--- config.mk ---
export PLATFORM = sky130hd
export DESIGN_NAME = plin_ctrl
export DESIGN_NICKNAME = d
export VERILOG_FILES = /design/src/sv/plin_pkg.sv /design/src/sv/plin_ctrl.sv
export SDC_FILE = /design/constraint.sdc
export NUM_CORES = 1
export LEC_CHECK = 0
export BUFFER_PORTS_ARGS = -buffer_cell sky130_fd_sc_hd__buf_2
export CAP_MARGIN = 20
export CORE_MARGIN = 5
export CORE_UTILIZATION = 40
export DETAILED_ROUTE_END_ITERATION = 8
export REMOVE_ABC_BUFFERS = 1
export SETUP_SLACK_MARGIN = 0.02
export SLEW_MARGIN = 20
export SYNTH_ARGS = -nofsm -noshare
export SYNTH_HDL_FRONTEND = slang
export SYNTH_SLANG_ARGS = --single-unit
export TNS_END_PERCENT = 20
--- constraint.sdc ---
create_clock -name clock -period 8.7 [get_ports clock]
set_input_delay 0.435 -clock clock [delete_from_list [all_inputs] [get_ports clock]]
set_output_delay 0.435 -clock clock [all_outputs]
set_load 0.02 [all_outputs]
--- src/sv/plin_pkg.sv ---
// Shared constants, types and command/status structures of the interpolator.
package plin_pkg;

   localparam int NPOINTS    = 64;
   localparam int ADDR_W     = $clog2(NPOINTS);
   localparam int CNT_W      = ADDR_W + 1;
   localparam int SEG_W      = 6;
   localparam int IDX_W      = 6;
   localparam int PIU_W      = 7;
   localparam int DATA_W     = 32;
   localparam int FRAC_BITS  = 16;
   localparam int DEN_W      = DATA_W + 1;
   localparam int NUM_W      = DEN_W + FRAC_BITS;
   localparam int REM_W      = DEN_W + 1;
   localparam int DIV_STEPS  = NUM_W;
   localparam int DIV_CNT_W  = $clog2(DIV_STEPS);
   localparam int CSR_ADDR_W = 3;

   localparam logic MODE_QUERY = 1'b0;
   localparam logic MODE_WRITE = 1'b1;

   localparam logic REG_POINTS = 1'b0;
   localparam logic REG_EXTRAP = 1'b1;

   typedef enum logic [3:0] {
      ST_IDLE,
      ST_LAST,
      ST_CHECK,
      ST_CLAMP,
      ST_ADDR,
      ST_TEST,
      ST_LOAD0,
      ST_LOAD1,
      ST_LOAD2,
      ST_DIV,
      ST_FRAC,
      ST_MUL,
      ST_OUT
   } state_type;

   typedef struct packed {
      logic [PIU_W-1:0] points_in_use;
      logic             extrapolate;
   } cfg_type;

   typedef struct packed {
      logic              mem_wr;
      logic [ADDR_W-1:0] rd_addr;
      logic              cap_q;
      logic              cap_first;
      logic              cap_lo;
      logic              cap_hi;
      logic              div_step;
      logic              cap_frac;
      logic              mul;
      logic              load_interp;
      logic              load_clamp;
      logic [ADDR_W-1:0] seg;
   } cmd_type;

   typedef struct packed {
      logic q_le_first;
      logic q_ge_rd;
      logic q_lt_rd;
      logic out_busy;
   } stat_type;

endpackage

--- src/sv/plin_ctrl.sv ---
// Controller state machine: sequences table writes, range check and clamp, search, divide and multiply.
module plin_ctrl import plin_pkg::*; (
   input  logic     clock,
   input  logic     reset,
   input  cfg_type  cfg,
   input  logic     req_valid,
   input  logic     req_mode,
   output logic     req_ready,
   input  stat_type stat,
   output cmd_type  cmd
);

   state_type             state_ff, state_in;
   logic [ADDR_W-1:0]     idx_ff, idx_in;
   logic [DIV_CNT_W-1:0]  cnt_ff, cnt_in;
   logic [CNT_W-1:0]      n_use;
   logic [ADDR_W-1:0]     last_idx;

   always_comb begin
      if (cfg.points_in_use < PIU_W'(2)) begin
         n_use = CNT_W'(2);
      end else if (int'(cfg.points_in_use) > NPOINTS) begin
         n_use = CNT_W'(NPOINTS);
      end else begin
         n_use = CNT_W'(cfg.points_in_use);
      end
   end

   assign last_idx = ADDR_W'(n_use - CNT_W'(1));

   always_ff @(posedge clock) begin
      if (reset) begin
         state_ff <= ST_IDLE;
         idx_ff   <= '0;
         cnt_ff   <= '0;
      end else begin
         state_ff <= state_in;
         idx_ff   <= idx_in;
         cnt_ff   <= cnt_in;
      end
   end

   always_comb begin
      state_in  = state_ff;
      idx_in    = idx_ff;
      cnt_in    = cnt_ff;
      req_ready = 1'b0;
      cmd       = '0;
      cmd.seg   = idx_ff;
      case (state_ff)
         ST_IDLE: begin
            req_ready = 1'b1;
            if (req_valid) begin
               if (req_mode == MODE_WRITE) begin
                  cmd.mem_wr = 1'b1;
               end else begin
                  cmd.cap_q = 1'b1;
                  idx_in    = '0;
                  state_in  = cfg.extrapolate ? ST_ADDR : ST_LAST;
               end
            end
         end
         ST_LAST: begin
            cmd.rd_addr   = last_idx;
            cmd.cap_first = 1'b1;
            state_in      = ST_CHECK;
         end
         ST_CHECK: begin
            if (stat.q_le_first) begin
               idx_in   = '0;
               state_in = ST_CLAMP;
            end else if (stat.q_ge_rd) begin
               cmd.rd_addr = last_idx;
               idx_in      = last_idx;
               state_in    = ST_CLAMP;
            end else begin
               state_in = ST_ADDR;
            end
         end
         ST_CLAMP: begin
            // Keep reading the end point so the ordinate survives an output stall.
            cmd.rd_addr = idx_ff;
            if (!stat.out_busy) begin
               cmd.load_clamp = 1'b1;
               state_in       = ST_IDLE;
            end
         end
         ST_ADDR: begin
            cmd.rd_addr = idx_ff + ADDR_W'(1);
            state_in    = ST_TEST;
         end
         ST_TEST: begin
            if (stat.q_lt_rd || (idx_ff == last_idx - ADDR_W'(1))) begin
               state_in = ST_LOAD0;
            end else begin
               idx_in   = idx_ff + ADDR_W'(1);
               state_in = ST_ADDR;
            end
         end
         ST_LOAD0: begin
            cmd.rd_addr = idx_ff;
            state_in    = ST_LOAD1;
         end
         ST_LOAD1: begin
            cmd.rd_addr = idx_ff + ADDR_W'(1);
            cmd.cap_lo  = 1'b1;
            state_in    = ST_LOAD2;
         end
         ST_LOAD2: begin
            cmd.cap_hi = 1'b1;
            cnt_in     = '0;
            state_in   = ST_DIV;
         end
         ST_DIV: begin
            cmd.div_step = 1'b1;
            if (cnt_ff == DIV_CNT_W'(DIV_STEPS - 1)) begin
               state_in = ST_FRAC;
            end else begin
               cnt_in = cnt_ff + DIV_CNT_W'(1);
            end
         end
         ST_FRAC: begin
            cmd.cap_frac = 1'b1;
            state_in     = ST_MUL;
         end
         ST_MUL: begin
            cmd.mul  = 1'b1;
            state_in = ST_OUT;
         end
         ST_OUT: begin
            if (!stat.out_busy) begin
               cmd.load_interp = 1'b1;
               state_in        = ST_IDLE;
            end
         end
         default: begin
            state_in = ST_IDLE;
         end
      endcase
   end

endmodule

==> flow_metrics.py <==
metrics = {
    "synthesis": {
        "syn_area_sq_um": 1620,
        "async_reset_ff_share_pct": 0,
        "yosysUniqueCellTypes": 46,
        "post_synth.cell_area_avg_sq_um": 7.84,
        "synth_top_area_cell": "dfxtp_1",
        "syn_inst": 206,
        "yosysWarnings": 0,
        "synth_edf_count": 0,
        "netlist.area_leader.share_pct": 19.8,
        "synth-seq-area-share_pct": 19.8,
        "synth_commonest_cells": "nor2_1 (29), dfxtp_1 (16), nand2_1 (15), inv_1 (14), ha_1 (11)",
        "yosysMostFrequentCell": "nor2_1",
        "synth.area.top_cells": "dfxtp_1 (20%), ha_1 (8.5%), nor2_1 (6.7%)",
        "synth_seq_cells": 16,
        "synth_ff_type": "dfxtp_1",
    },
    "worst_setup_path": {
        "slowest_delay_ns": 0.58,
        "cp.required_ns": 8.87,
        "critPathCaptureType": "register",
        "crit_fanout": 7,
        "crit_arrival_ns": 3.60,
        "crit_type": "input pin to register",
        "critPathSlowestCell": "or3_1",
        "start_kind": "input pin",
        "crit_chain": "buf_2 > or3_4 > o311ai_2 > ha_1 > nor3b_1 > xor2_1 > mux2_4 > nor4_1 > xnor2_1 > or3_1 > a221oi_2",
    },
    "die": {
        "num_rows": 23,
        "start_util_pct": 40.7,
        "die_area_sq_um": 5410,
        "core_region_area_sq_um": 3970,
        "die_y_um": 73.5,
        "io_pins": 39,
        "die_width_um": 73.5,
    },
    "drt": {
        "antenna_left": 0,
        "vias_per_cell": 5.53,
        "dr.pass1.iters": 4,
        "wirelength_mm": 4.19,
        "vias": 1616,
        "initialDrtViolationCount": 107,
        "drc": 0,
        "wire_per_inst_um": 14.3,
    },
    "timing": {
        "setup_viol": 0,
        "skew_ns": 0.00616,
        "worst_slew_pin_slew_ns": 0.630,
        "setup_tns_ns": 0,
        "min_period_ns": 3.43,
        "slew_violations": 0,
        "fmax_mhz": 291,
        "relSlewSlack_pct": 57.8,
        "hold_viol": 0,
        "period_share_pct": 39.4,
        "rsz0062_at_grt": "no",
    },
    "power": {
        "power_frac_seq_pct": 22.0,
        "switching_share_pct": 51.0,
        "internal_power_uw": 267,
        "finalPower_uw": 546,
        "ir_drop_mv": 0.193,
        "pwr-share-comb_pct": 65.9,
        "p_per_area_nw_per_um2": 288,
        "p_switching_uw": 279,
        "p_leak_nw": 0.798,
        "clock_power_share_pct": 12.1,
    },
    "grt": {
        "grt_overflow": 0,
        "first_global_vias": 1518,
        "antenna_found_initial": 0,
        "grtUsageTotal_pct": 16.6,
        "grt_pass1_wl_mm": 7.16,
        "grt_max_degree": 14,
    },
    "clock_network": {
        "cts-root-buf": "clkbuf_8",
        "cts_tree": "yes",
        "htree_levels": 1,
        "postCtsHoldBufs": 0,
        "cts_sinks": 16,
        "clk_latency_ns": 0.25,
        "cts_resized": 0,
        "postCtsSetupBuffers": 0,
        "clock_path_buffers": 2,
        "clkTransAtPathRegs_ns": 0.07,
        "cts_buffers": 3,
    },
    "finish": {
        "syn_to_final_growth_pct": 17.2,
        "n_fill_cell": 420,
        "nets": 270,
        "drive_above_1_share_pct": 24.0,
        "antenna_cells": 0,
    },
    "min_path": {
        "min_path_type": "register to register",
    },
    "placement": {
        "io_buffers": 38,
        "gp_congestion": 0.794,
        "place_hpwl_mm": 3.31,
    },
    "job": {
        "maxCapViolCount": 0,
    },
    "outcome": {
        "status": "finished, final reports clean",
    },
}
==> sequential cells by signal (all words and copies together), names as in the netlist <==
register  count
state_ff      4
idx_ff        6
cnt_ff        6
==> routing by layer <==
| layer | GRT usage (%) | vias to the layer above | wire length [um] |
|---|---|---|---|
| li1 | - | 817 | - |
| met1 | 22.1 | 759 | 1860 |
| met2 | 27.8 | 38 | 2070 |
| met3 | 3.83 | 2 | 244 |
| met4 | 2.41 | 0 | 8 |
| met5 | 0 | - | 0 |
==> logic make-up after synthesis <==
family	after synthesis	share of synthesized area (%)
xor gates and xnor gates	17	10.1
DFF	16	19.8
muxes	3	2.17
adders and majority gates	11	8.52
AOI/OAI and AO/OA	50	26.7
and+or+nand+nor	88	27.3
buffers and inverters	21	5.34
==> cell type report <==
type	instances	area [sq um]	area share, %
multi-input cells	169	1210	63.8
flip-flops and latches	16	320	16.9
repair buffers	38	190	10.0
well taps	50	62.6	3.30
inverters	15	56.3	2.97
clock buffers	4	55.1	2.91
==> layout by cell type (no fill, tap or decap), types with 3 or more instances in the layout <==
cell / instances
a21oi_1: 7
o221ai_1: 4
nand3_1: 4
clkbuf_8: 4
ha_1: 11
nor3_1: 4
and3_1: 5
and2_1: 7
buf_2: 38
o22ai_1: 5
nor2b_1: 7
inv_1: 14
a31oi_1: 3
xor2_1: 6
o21ai_0: 8
xnor2_1: 10
dfxtp_1: 16
a221oi_2: 6
nand2_1: 15
or3_1: 3
nor2_1: 29
nand4_1: 4
==> worst paths after layout <==
check	from	to	slack [ns]	cells after the start
worst max-delay path	cfg[5]	idx_ff[5]	5.27	11
worst min-delay path	cnt_ff[5]	cnt_ff[5]	0.52	2
worst max register to register	state_ff[0]	idx_ff[5]	6.02	5
worst min register to register	cnt_ff[5]	cnt_ff[5]	0.52	2
==> power groups by stage <==
stage	logic [mW]	registers [mW]	clock network (mW)
after floorplan	0.258	0.124	0
after global placement	0.359	0.122	0
after detailed placement	0.358	0.122	0
after CTS	0.360	0.120	0.0693
after global routing	0.399	0.125	0.0740
final	0.360	0.120	0.0659
==> stage by stage <==
step                      hold WS [ns]  std cells  cell area (sq um)  utilization, %  worst slack [ns]
final                            0.517        292               1890            47.7              5.27
after global routing             0.556        292               1890            47.7              5.09
after CTS                        0.526        292               1890            47.7              5.25
after detailed placement         0.506        288               1840            46.3              4.98
after global placement           0.498        288               1840            46.3              5.02
after floorplan                  0.479        200               1590               -              5.38
==> worst max-delay path: cells and delay by family <==
family | cells | cell delay (ns)
and+or+nand+nor | 4 | 1.58
adders and majority gates | 1 | 0.27
buffers and inverters | 1 | 0.12
AOI/OAI and AO/OA | 2 | 0.59
muxes | 1 | 0.30
xor gates and xnor gates | 2 | 0.28
Note: power is estimated with default switching activity, not from simulation.
